==> src/sv/rsace_pkg.sv <==
`timescale 1ns / 1ps
`default_nettype none
// ----------------------------------------------------------------------------
// rsace_pkg
// shared types and constants for the byte encryptor and nibble encoder
// ----------------------------------------------------------------------------
package rsace_pkg;

   localparam int CSR_INDEX_WIDTH = 2;
   localparam int CSR_DATA_WIDTH  = 16;
   localparam int EXP_WIDTH       = 16;
   localparam int BYTE_WIDTH      = 8;
   localparam int CIPHER_WIDTH    = 16;
   localparam int HIGH_CHAR_WIDTH = 8;
   localparam int LOW_CHAR_WIDTH  = 7;

   localparam logic [CSR_INDEX_WIDTH-1:0] CSR_MODULUS  = 2'd0;
   localparam logic [CSR_INDEX_WIDTH-1:0] CSR_EXPONENT = 2'd1;

   localparam logic [CSR_DATA_WIDTH-1:0] MODULUS_RESET  = 16'd2;
   localparam logic [EXP_WIDTH-1:0]      EXPONENT_RESET = 16'd1;

   localparam logic [HIGH_CHAR_WIDTH-1:0] ENC_BASE_HIGH = 8'h40;
   localparam logic [LOW_CHAR_WIDTH-1:0]  ENC_BASE_LOW  = 7'h40;
   localparam logic [3:0]                 NIBBLE_MASK   = 4'hf;

   typedef enum logic [2:0] {
      ST_IDLE,
      ST_REDUCE,
      ST_CHECK,
      ST_MUL,
      ST_DONE
   } state_type;

endpackage
`default_nettype wire

==> src/sv/rsace_modmul.sv <==
`timescale 1ns / 1ps
`default_nettype none
// ----------------------------------------------------------------------------
// rsace_modmul
// bit-serial interleaved modular multiplier, one bit of a per cycle
// ----------------------------------------------------------------------------
module rsace_modmul #(
   parameter int WIDTH = 16
) (
   input  wire logic             clock,
   input  wire logic             reset,
   input  wire logic             start,
   input  wire logic [WIDTH-1:0] a,
   input  wire logic [WIDTH-1:0] b,
   input  wire logic [WIDTH-1:0] n,
   output logic                  done,
   output logic [WIDTH-1:0]      result
);

   localparam int CNT_WIDTH = $clog2(WIDTH + 1);

   logic                 busy_ff, busy_in;
   logic [CNT_WIDTH-1:0] cnt_ff, cnt_in;
   logic [WIDTH-1:0]     r_ff, r_in;
   logic [WIDTH-1:0]     a_ff, a_in;
   logic [WIDTH-1:0]     b_ff, b_in;

   logic [WIDTH:0]       dbl;
   logic [WIDTH:0]       dbl_red;
   logic [WIDTH:0]       sum;
   logic [WIDTH:0]       sum_red;
   logic [WIDTH-1:0]     step_r;

   // r = 2r mod n, then r = r + (bit ? b : 0) mod n
   always_comb begin
      dbl = {r_ff, 1'b0};
      if (dbl >= {1'b0, n}) begin
         dbl_red = dbl - {1'b0, n};
      end else begin
         dbl_red = dbl;
      end
      sum = {1'b0, dbl_red[WIDTH-1:0]} + (a_ff[WIDTH-1] ? {1'b0, b_ff} : '0);
      if (sum >= {1'b0, n}) begin
         sum_red = sum - {1'b0, n};
      end else begin
         sum_red = sum;
      end
      step_r = sum_red[WIDTH-1:0];
   end

   always_comb begin
      busy_in = busy_ff;
      cnt_in  = cnt_ff;
      r_in    = r_ff;
      a_in    = a_ff;
      b_in    = b_ff;
      if (start) begin
         busy_in = 1'b1;
         cnt_in  = CNT_WIDTH'(WIDTH);
         r_in    = '0;
         a_in    = a;
         b_in    = b;
      end else if (busy_ff) begin
         r_in   = step_r;
         a_in   = {a_ff[WIDTH-2:0], 1'b0};
         cnt_in = cnt_ff - CNT_WIDTH'(1);
         if (cnt_ff == CNT_WIDTH'(1)) begin
            busy_in = 1'b0;
         end
      end
   end

   assign done   = busy_ff && (cnt_ff == CNT_WIDTH'(1));
   assign result = step_r;

   always_ff @(posedge clock) begin
      if (reset) begin
         busy_ff <= 1'b0;
         cnt_ff  <= '0;
      end else begin
         busy_ff <= busy_in;
         cnt_ff  <= cnt_in;
      end
      r_ff <= r_in;
      a_ff <= a_in;
      b_ff <= b_in;
   end

endmodule
`default_nettype wire

==> src/sv/rsa_char_encrypt_nibble_encode.sv <==
`timescale 1ns / 1ps
`default_nettype none
// ----------------------------------------------------------------------------
// rsa_char_encrypt_nibble_encode
// textbook rsa encryption of one byte with two printable nibble characters
// ----------------------------------------------------------------------------
// Each accepted byte m gives one word: c = m^e mod n and the characters
// 0x40|(c>>4) (low 8 bits) and 0x40|(c&0xf). The exponent is worked right to
// left: square the base when even, multiply into the accumulator and
// decrement when odd. All arithmetic runs through one bit-serial modular
// multiplier, which the state machine starts once per product and waits on.
// After the byte is accepted, the base is first reduced modulo n, then the
// squares and multiplies run one after another (popcount(e)+floor(log2 e)
// operations), then the result goes to the output register once it is free;
// the next byte can be taken in the cycle the word appears. A modulus of zero
// or one skips the multiplier and goes straight to the hand-over. req_stall
// is high while an item is in work; the result sits in an output register,
// so the next byte is taken while it waits. Write csr only while idle;
// csr_ready is always high.
// ----------------------------------------------------------------------------
module rsa_char_encrypt_nibble_encode #(
   parameter int MOD_WIDTH = 16
) (
   input  wire logic                                   clock,
   input  wire logic                                   reset,
   input  wire logic                                   req_valid,
   output logic                                        req_stall,
   input  wire logic [rsace_pkg::BYTE_WIDTH-1:0]       req_message_byte,
   output logic                                        rsp_valid,
   input  wire logic                                   rsp_stall,
   output logic [rsace_pkg::CIPHER_WIDTH-1:0]          rsp_cipher_value,
   output logic [rsace_pkg::HIGH_CHAR_WIDTH-1:0]       rsp_high_char,
   output logic [rsace_pkg::LOW_CHAR_WIDTH-1:0]        rsp_low_char,
   input  wire logic                                   csr_valid,
   output logic                                        csr_ready,
   input  wire logic [rsace_pkg::CSR_INDEX_WIDTH-1:0]  csr_index,
   input  wire logic [rsace_pkg::CSR_DATA_WIDTH-1:0]   csr_wdata
);

   localparam int EW = rsace_pkg::EXP_WIDTH;

   rsace_pkg::state_type state_ff, state_in;

   logic [MOD_WIDTH-1:0] mod_ff, mod_in;
   logic [EW-1:0]        expcfg_ff, expcfg_in;
   logic [EW-1:0]        exp_ff, exp_in;
   logic [MOD_WIDTH-1:0] base_ff, base_in;
   logic [MOD_WIDTH-1:0] acc_ff, acc_in;
   logic                 sq_ff, sq_in;

   logic                                   rsp_valid_ff, rsp_valid_in;
   logic [rsace_pkg::CIPHER_WIDTH-1:0]     cipher_ff, cipher_in;

   logic                 mm_start;
   logic [MOD_WIDTH-1:0] mm_a;
   logic [MOD_WIDTH-1:0] mm_b;
   logic                 mm_done;
   logic [MOD_WIDTH-1:0] mm_result;

   logic                 req_take;
   logic                 out_free;
   logic                 mod_small;
   logic [31:0]          wdata_wide;
   logic [31:0]          byte_wide;
   logic [31:0]          acc_wide;

   assign req_take   = req_valid && !req_stall;
   assign out_free   = !rsp_valid_ff || !rsp_stall;
   assign mod_small  = (mod_ff < MOD_WIDTH'(2));
   assign wdata_wide = {16'd0, csr_wdata};
   assign byte_wide  = {24'd0, req_message_byte};
   assign acc_wide   = 32'(acc_ff);

   rsace_modmul #(
      .WIDTH(MOD_WIDTH)
   ) u_modmul (
      .clock (clock),
      .reset (reset),
      .start (mm_start),
      .a     (mm_a),
      .b     (mm_b),
      .n     (mod_ff),
      .done  (mm_done),
      .result(mm_result)
   );

   // next state
   always_comb begin
      state_in = state_ff;
      unique case (state_ff)
         rsace_pkg::ST_IDLE: begin
            if (req_valid) begin
               state_in = mod_small ? rsace_pkg::ST_DONE : rsace_pkg::ST_REDUCE;
            end
         end
         rsace_pkg::ST_REDUCE: begin
            if (mm_done) begin
               state_in = rsace_pkg::ST_CHECK;
            end
         end
         rsace_pkg::ST_CHECK: begin
            state_in = (exp_ff == '0) ? rsace_pkg::ST_DONE : rsace_pkg::ST_MUL;
         end
         rsace_pkg::ST_MUL: begin
            if (mm_done) begin
               state_in = rsace_pkg::ST_CHECK;
            end
         end
         rsace_pkg::ST_DONE: begin
            if (out_free) begin
               state_in = rsace_pkg::ST_IDLE;
            end
         end
         default: state_in = rsace_pkg::ST_IDLE;
      endcase
   end

   // outputs and datapath loads
   always_comb begin
      req_stall    = 1'b1;
      mm_start     = 1'b0;
      mm_a         = base_ff;
      mm_b         = base_ff;
      exp_in       = exp_ff;
      base_in      = base_ff;
      acc_in       = acc_ff;
      sq_in        = sq_ff;
      rsp_valid_in = rsp_valid_ff && rsp_stall;
      cipher_in    = cipher_ff;
      unique case (state_ff)
         rsace_pkg::ST_IDLE: begin
            req_stall = 1'b0;
            mm_a      = byte_wide[MOD_WIDTH-1:0];
            mm_b      = MOD_WIDTH'(1);
            exp_in    = expcfg_ff;
            if (req_take) begin
               mm_start = !mod_small;
               if (mod_small) begin
                  acc_in = ((mod_ff == MOD_WIDTH'(1)) && (expcfg_ff == '0)) ?
                           MOD_WIDTH'(1) : '0;
               end else begin
                  acc_in = MOD_WIDTH'(1);
               end
            end
         end
         rsace_pkg::ST_REDUCE: begin
            if (mm_done) begin
               base_in = mm_result;
            end
         end
         rsace_pkg::ST_CHECK: begin
            if (exp_ff != '0) begin
               mm_start = 1'b1;
               sq_in    = !exp_ff[0];
               mm_b     = exp_ff[0] ? acc_ff : base_ff;
            end
         end
         rsace_pkg::ST_MUL: begin
            if (mm_done) begin
               if (sq_ff) begin
                  base_in = mm_result;
                  exp_in  = {1'b0, exp_ff[EW-1:1]};
               end else begin
                  acc_in = mm_result;
                  exp_in = exp_ff - EW'(1);
               end
            end
         end
         rsace_pkg::ST_DONE: begin
            if (out_free) begin
               rsp_valid_in = 1'b1;
               cipher_in    = acc_wide[rsace_pkg::CIPHER_WIDTH-1:0];
            end
         end
         default: begin
            req_stall = 1'b1;
         end
      endcase
   end

   // register writes
   always_comb begin
      mod_in    = mod_ff;
      expcfg_in = expcfg_ff;
      if (csr_valid && csr_ready) begin
         if (csr_index == rsace_pkg::CSR_MODULUS) begin
            mod_in = wdata_wide[MOD_WIDTH-1:0];
         end else if (csr_index == rsace_pkg::CSR_EXPONENT) begin
            expcfg_in = csr_wdata;
         end
      end
   end

   assign csr_ready        = 1'b1;
   assign rsp_valid        = rsp_valid_ff;
   assign rsp_cipher_value = cipher_ff;
   assign rsp_high_char    = rsace_pkg::ENC_BASE_HIGH | cipher_ff[11:4];
   assign rsp_low_char     = rsace_pkg::ENC_BASE_LOW |
                             {3'd0, cipher_ff[3:0] & rsace_pkg::NIBBLE_MASK};

   always_ff @(posedge clock) begin
      if (reset) begin
         state_ff     <= rsace_pkg::ST_IDLE;
         rsp_valid_ff <= 1'b0;
         mod_ff       <= MOD_WIDTH'(rsace_pkg::MODULUS_RESET);
         expcfg_ff    <= rsace_pkg::EXPONENT_RESET;
      end else begin
         state_ff     <= state_in;
         rsp_valid_ff <= rsp_valid_in;
         mod_ff       <= mod_in;
         expcfg_ff    <= expcfg_in;
      end
      exp_ff    <= exp_in;
      base_ff   <= base_in;
      acc_ff    <= acc_in;
      sq_ff     <= sq_in;
      cipher_ff <= cipher_in;
   end

endmodule
`default_nettype wire

==> config.mk <==
export PLATFORM = sky130hd
export DESIGN_NAME = rsa_char_encrypt_nibble_encode
export DESIGN_NICKNAME = d
export VERILOG_FILES = /design/src/sv/rsace_pkg.sv /design/src/sv/rsace_modmul.sv /design/src/sv/rsa_char_encrypt_nibble_encode.sv
export SDC_FILE = /design/constraint.sdc
export NUM_CORES = 1
export LEC_CHECK = 0
export ABC_AREA = 0
export BUFFER_PORTS_ARGS = -buffer_cell sky130_fd_sc_hd__buf_4
export CAP_MARGIN = 20
export CORE_MARGIN = 10
export CORE_UTILIZATION = 37
export DETAILED_ROUTE_END_ITERATION = 7
export SYNTH_ARGS = -nofsm -noshare
export SYNTH_HDL_FRONTEND = slang
export SYNTH_HIERARCHICAL = 1
export SYNTH_SLANG_ARGS = --single-unit
==> constraint.sdc <==
create_clock -name clock -period 7.62 [get_ports clock]
set_input_delay 1.143 -clock clock [delete_from_list [all_inputs] [get_ports clock]]
set_output_delay 1.143 -clock clock [all_outputs]
set_load 0.02 [all_outputs]
Word level (Yosys, flattened, before mapping)
Index checks and enable logic that the tools add are counted.
- add/sub/neg operators: 5
- order comparisons: 3
- eq/ne operators: 15
- multiplexer cells: 39
- bitwise gates (word level): 1
- reduce and logical (&&, ||, !) cells: 27
- operators with widths (cell ; count):
    $mux W16 ; 16
    $pmux W16 S2 ; 4
    $ge A17 B16 Y1 ; 2
    $logic_not A16 Y1 ; 2
    $sub A16 B16 Y16 ; 2
    $add A16 B16 Y17 ; 1
    $eq A16 B1 Y1 const B ; 1
    $lt A16 B2 Y1 const B ; 1
    $reduce_bool A16 Y1 ; 1
    $sub A16 B1 Y16 const B ; 1
    $mux W3 ; 5
    $ne A2 B2 Y1 const B ; 7
    $pmux W3 S4 ; 1
    $mux W1 ; 10
    $mux W5 ; 2
    $reduce_and A2 Y1 ; 4
    $reduce_and A4 Y1 ; 2
    $eq A3 B2 Y1 const B ; 2
    $reduce_and A3 Y1 ; 2
    $reduce_bool A2 Y1 ; 3
    $eq A5 B1 Y1 const B ; 1
    $sub A5 B1 Y5 const B ; 1
    $logic_and A1 B1 Y1 ; 4
    $logic_not A1 Y1 ; 4
    other kinds (10) ; 11
- register bits after elaboration: 155
- input port bits: 31
- output and inout bits: 34
- logic and storage cells: 105

Depth between registers and ports, before layout
- depth after elaboration: 8
- gate-level depth with buffers: 29
- depth with buffers taken out: 25

By module
The synthesis kept the hierarchy.
- by module, submodules not included (module ; times used ; cells each ; area an instance (sq um) ; sequential area each (sq um)):
    rsace_modmul ; 1 ; 607 ; 5138.7 ; 1401.3
    rsa_char_encrypt_nibble_encode ; 1 ; 439 ; 4581.9 ; 2672.6

Worst setup path before layout
No wires, ideal clock.
- kind: register -> register
- start point: register mod_ff[4]
- end point: register acc_ff[4] (data pin)
- setup time: 0.255 ns
- arrival time: 5.857 ns
- data required time: 7.365 ns
- path slack: 1.508 ns
- stages on the path, launching flop included: 26
- buffers on the path: 2
- clock period less this slack: 6.112 ns
- cell sequence: dfxtp_1 > inv_1 > ha_1 > a21oi_1 > nor2_1 > a211oi_1 > a21oi_1 > o31ai_2 > clkbuf_1 > nor2_1 > ha_1 > fa_1 > a211oi_2 > o21ai_2 > a31oi_4 > nor3_1 > a311o_1 > ha_1 > nand4_1 > or4_1 > a21oi_1 > a211oi_2 > nand3_2 > buf_4 > mux2_1 > and3_1
- longest elaborated chain between the ends: 8
- elaborated cells on any way between the ends: 10
- classes of those cells: 3 x add/sub; 2 x order compare; 5 x mux
- RTL lines (item ; RTL line ; text):
    start: declaration ; rsa_char_encrypt_nibble_encode.sv:44 ; logic [MOD_WIDTH-1:0] mod_ff, mod_in;
    start signal: assignment ; rsa_char_encrypt_nibble_encode.sv:205 ; mod_ff <= MOD_WIDTH'(rsace_pkg::MODULUS_RESET);
    start signal: assignment ; rsa_char_encrypt_nibble_encode.sv:210 ; mod_ff <= mod_in;
    $sub A16 B16 Y16 / $ge A17 B16 Y1 (equally long branches) ; rsace_modmul.sv:38, rsace_modmul.sv:37 ;
    $mux W16 ; rsace_modmul.sv:37 ; if (dbl >= {1'b0, n}) begin
    $add A16 B16 Y17 ; rsace_modmul.sv:42 ; sum = {1'b0, dbl_red[WIDTH-1:0]} + (a_ff[WIDTH-1] ? {1'b0, b_ff} : '0);
    $sub A16 B16 Y16 / $ge A17 B16 Y1 (equally long branches) ; rsace_modmul.sv:44, rsace_modmul.sv:43 ;
    $mux W16 (*) ; rsace_modmul.sv:43 ; if (sum >= {1'b0, n}) begin
    $mux W16 (*) ; rsa_char_encrypt_nibble_encode.sv:160 ; if (sq_ff) begin
    $mux W16 (*) ; rsa_char_encrypt_nibble_encode.sv:159 ; if (mm_done) begin
    $pmux W16 S2 (*) ; rsa_char_encrypt_nibble_encode.sv:130 ; unique case (state_ff)
    end signal: assignment ; rsa_char_encrypt_nibble_encode.sv:215 ; acc_ff <= acc_in;
    end: declaration ; rsa_char_encrypt_nibble_encode.sv:48 ; logic [MOD_WIDTH-1:0] acc_ff, acc_in;
Mark *: on every way between the ends. The rest lies on a longest branch, timed or not. The select of a mux whose other input is x is not followed.
A chain may end at the register's enable or synchronous reset.

Final worst setup path
- start point: register mod_ff[10]
- end point: register acc_ff[3] (data pin)
- longest elaborated chain between the ends: 8
- elaborated cells on any way between the ends: 10
- classes of those cells: 3 x add/sub; 2 x order compare; 5 x mux
- RTL lines (item ; RTL line):
    $ge A17 B16 Y1 / $sub A16 B16 Y16 (equally long branches) ; rsace_modmul.sv:37, rsace_modmul.sv:38
    $mux W16 ; rsace_modmul.sv:37
    $add A16 B16 Y17 ; rsace_modmul.sv:42
    $sub A16 B16 Y16 / $ge A17 B16 Y1 (equally long branches) ; rsace_modmul.sv:44, rsace_modmul.sv:43
    $mux W16 (*) ; rsace_modmul.sv:43
    $mux W16 (*) ; rsa_char_encrypt_nibble_encode.sv:160
    $mux W16 (*) ; rsa_char_encrypt_nibble_encode.sv:159
    $pmux W16 S2 (*) ; rsa_char_encrypt_nibble_encode.sv:130
Marks and branches as above.

==> flow_metrics.tcl <==
set metrics [dict create \
    fp.dieH_um 182 \
    dp_hpwl_mm 20.6 \
    yosys_warnings 6 \
    cp_top_family "compound AO/OA/AOI/OAI gates" \
    slew_viol_final 0 \
    syn_to_final_growth_pct 12.5 \
    grt-ovfl-total 0 \
    drive_above_1_share_pct 13.7 \
    maxSlewHeadroom_pct 31.5 \
    netlist_area_um2 9720 \
    syn_inst 1046 \
    r2r_slack_ns 0.64 \
    grt_usage_pct 15.7 \
    maxCapViolations 0 \
    cp_max_fo 14 \
    wl_per_cell_um 18.8 \
    route.met2.wl_mm 12.9 \
    core-area_um2 26000 \
    postCtsSetupBuffers 0 \
    crit_path_max_incr_delay_ns 0.56 \
    worst_slew_pin_slew_ns 1.03 \
    setup_violations 0 \
    crit_cells 24 \
    end_kind "register" \
    n_antenna_cell 0 \
    vias_per_cell 5.49 \
    synth-seq-area-share_pct 41.9 \
    r2r-end "acc_ff[3]" \
    drtAntennaViolNets 0 \
    grt_pass1_wl_mm 42.1 \
    vias 7821 \
    antenna_found_initial 0 \
    clock_latency_ns 0.43 \
    cts.sinks 155 \
    crit_path_start "mod_ff[10]" \
    ff_latch_area_um2 4070 \
    num-nets-final 1161 \
    min_period_over_period_pct 91.6 \
    arrival_ns 7.16 \
    drt_wl_total_mm 26.8 \
    r2r_cells 24 \
    highest_layer "met4" \
    cts_buffer_depth 2 \
    rsz0062_at_grt "false" \
    finalSetupTns_ns 0 \
    startpoint_type "register" \
    met3WireLength_mm 1.12 \
    period_minus_slack_ns 6.98 \
    multi_input_area_um2 5150 \
    cts_made_buffers 17 \
    r2r-start "mod_ff[10]" \
    die_area_um2 33200 \
    synth_area_per_cell_um2 9.29 \
    drt-met1-wl_mm 12.6 \
    h-tree-depth 4 \
    row_count 59 \
    drc_errors 0 \
    cts_resized 0 \
    clk_pin_slew_ns 0.07 \
    fillers 2550 \
    yosys.cell_types.count 80 \
    ctsHoldBuffers 0 \
    ys.flop_type "edfxtp_1" \
    tritoncts "done" \
    synth-edff-count 97 \
    path_cells "inv_1 > ha_1 > a21oi_1 > o21ai_0 > a21oi_1 > o211ai_1 > o31ai_2 > buf_4 > mux2_2 > ha_1 > a211oi_1 > o21ai_0 > a31oi_1 > nand4b_1 > nand3_1 > ha_1 > nand4_1 > or4_1 > a21oi_1 > a211oi_2 > nand3_2 > buf_4 > mux2_1 > and3_1" \
    dr.pass1.iters 5 \
    place.gp.congestion 0.918 \
    hp-class "reg2reg" \
    fin_worst_skew_ns 0.0109 \
    die_width_um 182 \
    grt_max_degree 54 \
    cp_slowest_cell "ha_1" \
    num_io_pins 65 \
    drt-initial-drc-count 627 \
    endpoint "acc_ff[3]" \
    fmaxAchievable_mhz 143 \
    grt_pass1_vias 7450 \
    ctsRootBufferMaster "clkbuf_16" \
    ys_async_sr_fraction_pct 0 \
    hold_viol_final 0 \
    crit_type "reg2reg" \
    start_util_pct 37.4 \
    path_buf_inv 3 \
    io_buffers 59 \
    synth_seq_cells 155 \
    critPathRequiredTime_ns 7.80 \
    status "finished, final reports clean" \
]
[placed cells by master (no fill, tap or decap), drive strengths merged, types with 4 or more instances in the layout]
cell type / instances
nor2b: 14
xor2: 10
inv: 56
nand3b: 8
mux2i: 7
nand4: 9
clkbuf: 18
o311ai: 5
xnor2: 35
a311oi: 4
a311o: 4
edfxtp: 97
o211ai: 7
a31oi: 7
nor4: 11
and2: 20
a22o: 16
nand2: 138
nor3b: 4
a211oi: 12
o21ai: 59
o31ai: 6
nand3: 30
o21bai: 5
a21o: 16
nand2b: 12
mux2: 35
buf: 71
a21oi: 79
nor3: 23
nor4b: 4
dfxtp: 58
nor2: 69
and3: 27
o21a: 15
conb: 5
ha: 51
or4: 6
[area by class of cell]
type / count / share of cell area (%)
flip-flops and latches: 155 / 37.2
well taps: 335 / 3.83
multi-input cells: 785 / 47.1
clock inverters: 14 / 1.35
clock buffers: 18 / 4.01
repair buffers: 71 / 4.87
inverters: 46 / 1.58
[sequential cells by signal (all words and copies together) (netlist names)]
| name | flops |
|---|---|
| u_modmul/a_ff | 16 |
| u_modmul/b_ff | 16 |
| rsp_cipher_value | 16 |
| mod_ff | 16 |
| u_modmul/cnt_ff | 5 |
| state_ff | 3 |
| exp_ff | 16 |
| u_modmul/busy_ff | 1 |
| acc_ff | 16 |
| base_ff | 16 |
| sq_ff | 1 |
| rsp_valid | 1 |
| u_modmul/r_ff | 16 |
| expcfg_ff | 16 |
[worst min path at each step]
stage,startpoint,endpoint,cells after the start
after floorplan,u_modmul/r_ff[15],u_modmul/r_ff[15],2
after global placement,acc_ff[14],rsp_cipher_value[14],0
after detailed placement,acc_ff[9],rsp_cipher_value[9],0
after CTS,acc_ff[9],rsp_cipher_value[9],0
after global routing,acc_ff[10],rsp_cipher_value[10],0
final,acc_ff[9],rsp_cipher_value[9],0
[cell usage after synthesis (6+ instances only)]
cell | count | area, µm²
buf_2 | 8 | 40.0
o211ai_1 | 7 | 52.6
a211oi_1 | 9 | 67.6
edfxtp_1 | 97 | 2910
buf_4 | 18 | 135
nand3_1 | 29 | 145
nand2_1 | 138 | 518
nor4_1 | 10 | 62.6
nand2b_1 | 12 | 75.1
inv_1 | 44 | 165
a22o_1 | 16 | 140
nand3b_1 | 8 | 60.1
mux2i_1 | 7 | 70.1
o21a_1 | 15 | 113
a21o_1 | 16 | 120
dfxtp_1 | 58 | 1160
ha_1 | 51 | 638
a21oi_1 | 79 | 395
nor2b_1 | 14 | 87.6
and3_1 | 26 | 163
o21ai_1 | 18 | 90.1
mux2_2 | 23 | 259
nor2_1 | 69 | 259
mux2_1 | 10 | 113
nand4_1 | 9 | 56.3
clkbuf_1 | 31 | 116
a31oi_1 | 6 | 37.5
xor2_1 | 10 | 87.6
xnor2_1 | 35 | 307
and2_1 | 20 | 125
nor3_1 | 22 | 110
o21ai_0 | 40 | 200
[stage by stage]
stage                     area (µm²)  util, %  hold WS, ns  std cells  setup WS (ns)
after CTS                      10900     42.1        0.449       1424          0.730
final                          10900     42.1        0.448       1424          0.638
after global routing           10900     42.1        0.465       1424          0.308
after global placement         10400     39.8        0.434       1392          0.778
after detailed placement       10400     39.8        0.434       1392          0.758
after floorplan                 9730        -        0.426       1049           1.51
[metal layers]
metal  GRT usage [%]  vias up
met4            3.68        0
met5               0        -
met2            25.9      199
met1            20.9     3748
met3            2.95       26
li1                -     3848
[cells by family after synthesis]
kind of cell               after synthesis  share of synthesized area (%)
buffers and inverters                  109                           5.28
other                                    2                         0.0773
muxes                                   42                           4.85
AOI/OAI and AO/OA                      254                           17.0
xor gates and xnor gates                45                           4.05
and+or+nand+nor                        385                           19.6
DFF                                    155                           41.9
adders and majority gates               54                           7.18
Power is left out: the tool's default activity adds up to more than one toggle a clock period on the data nets, which glitch-free logic cannot reach.
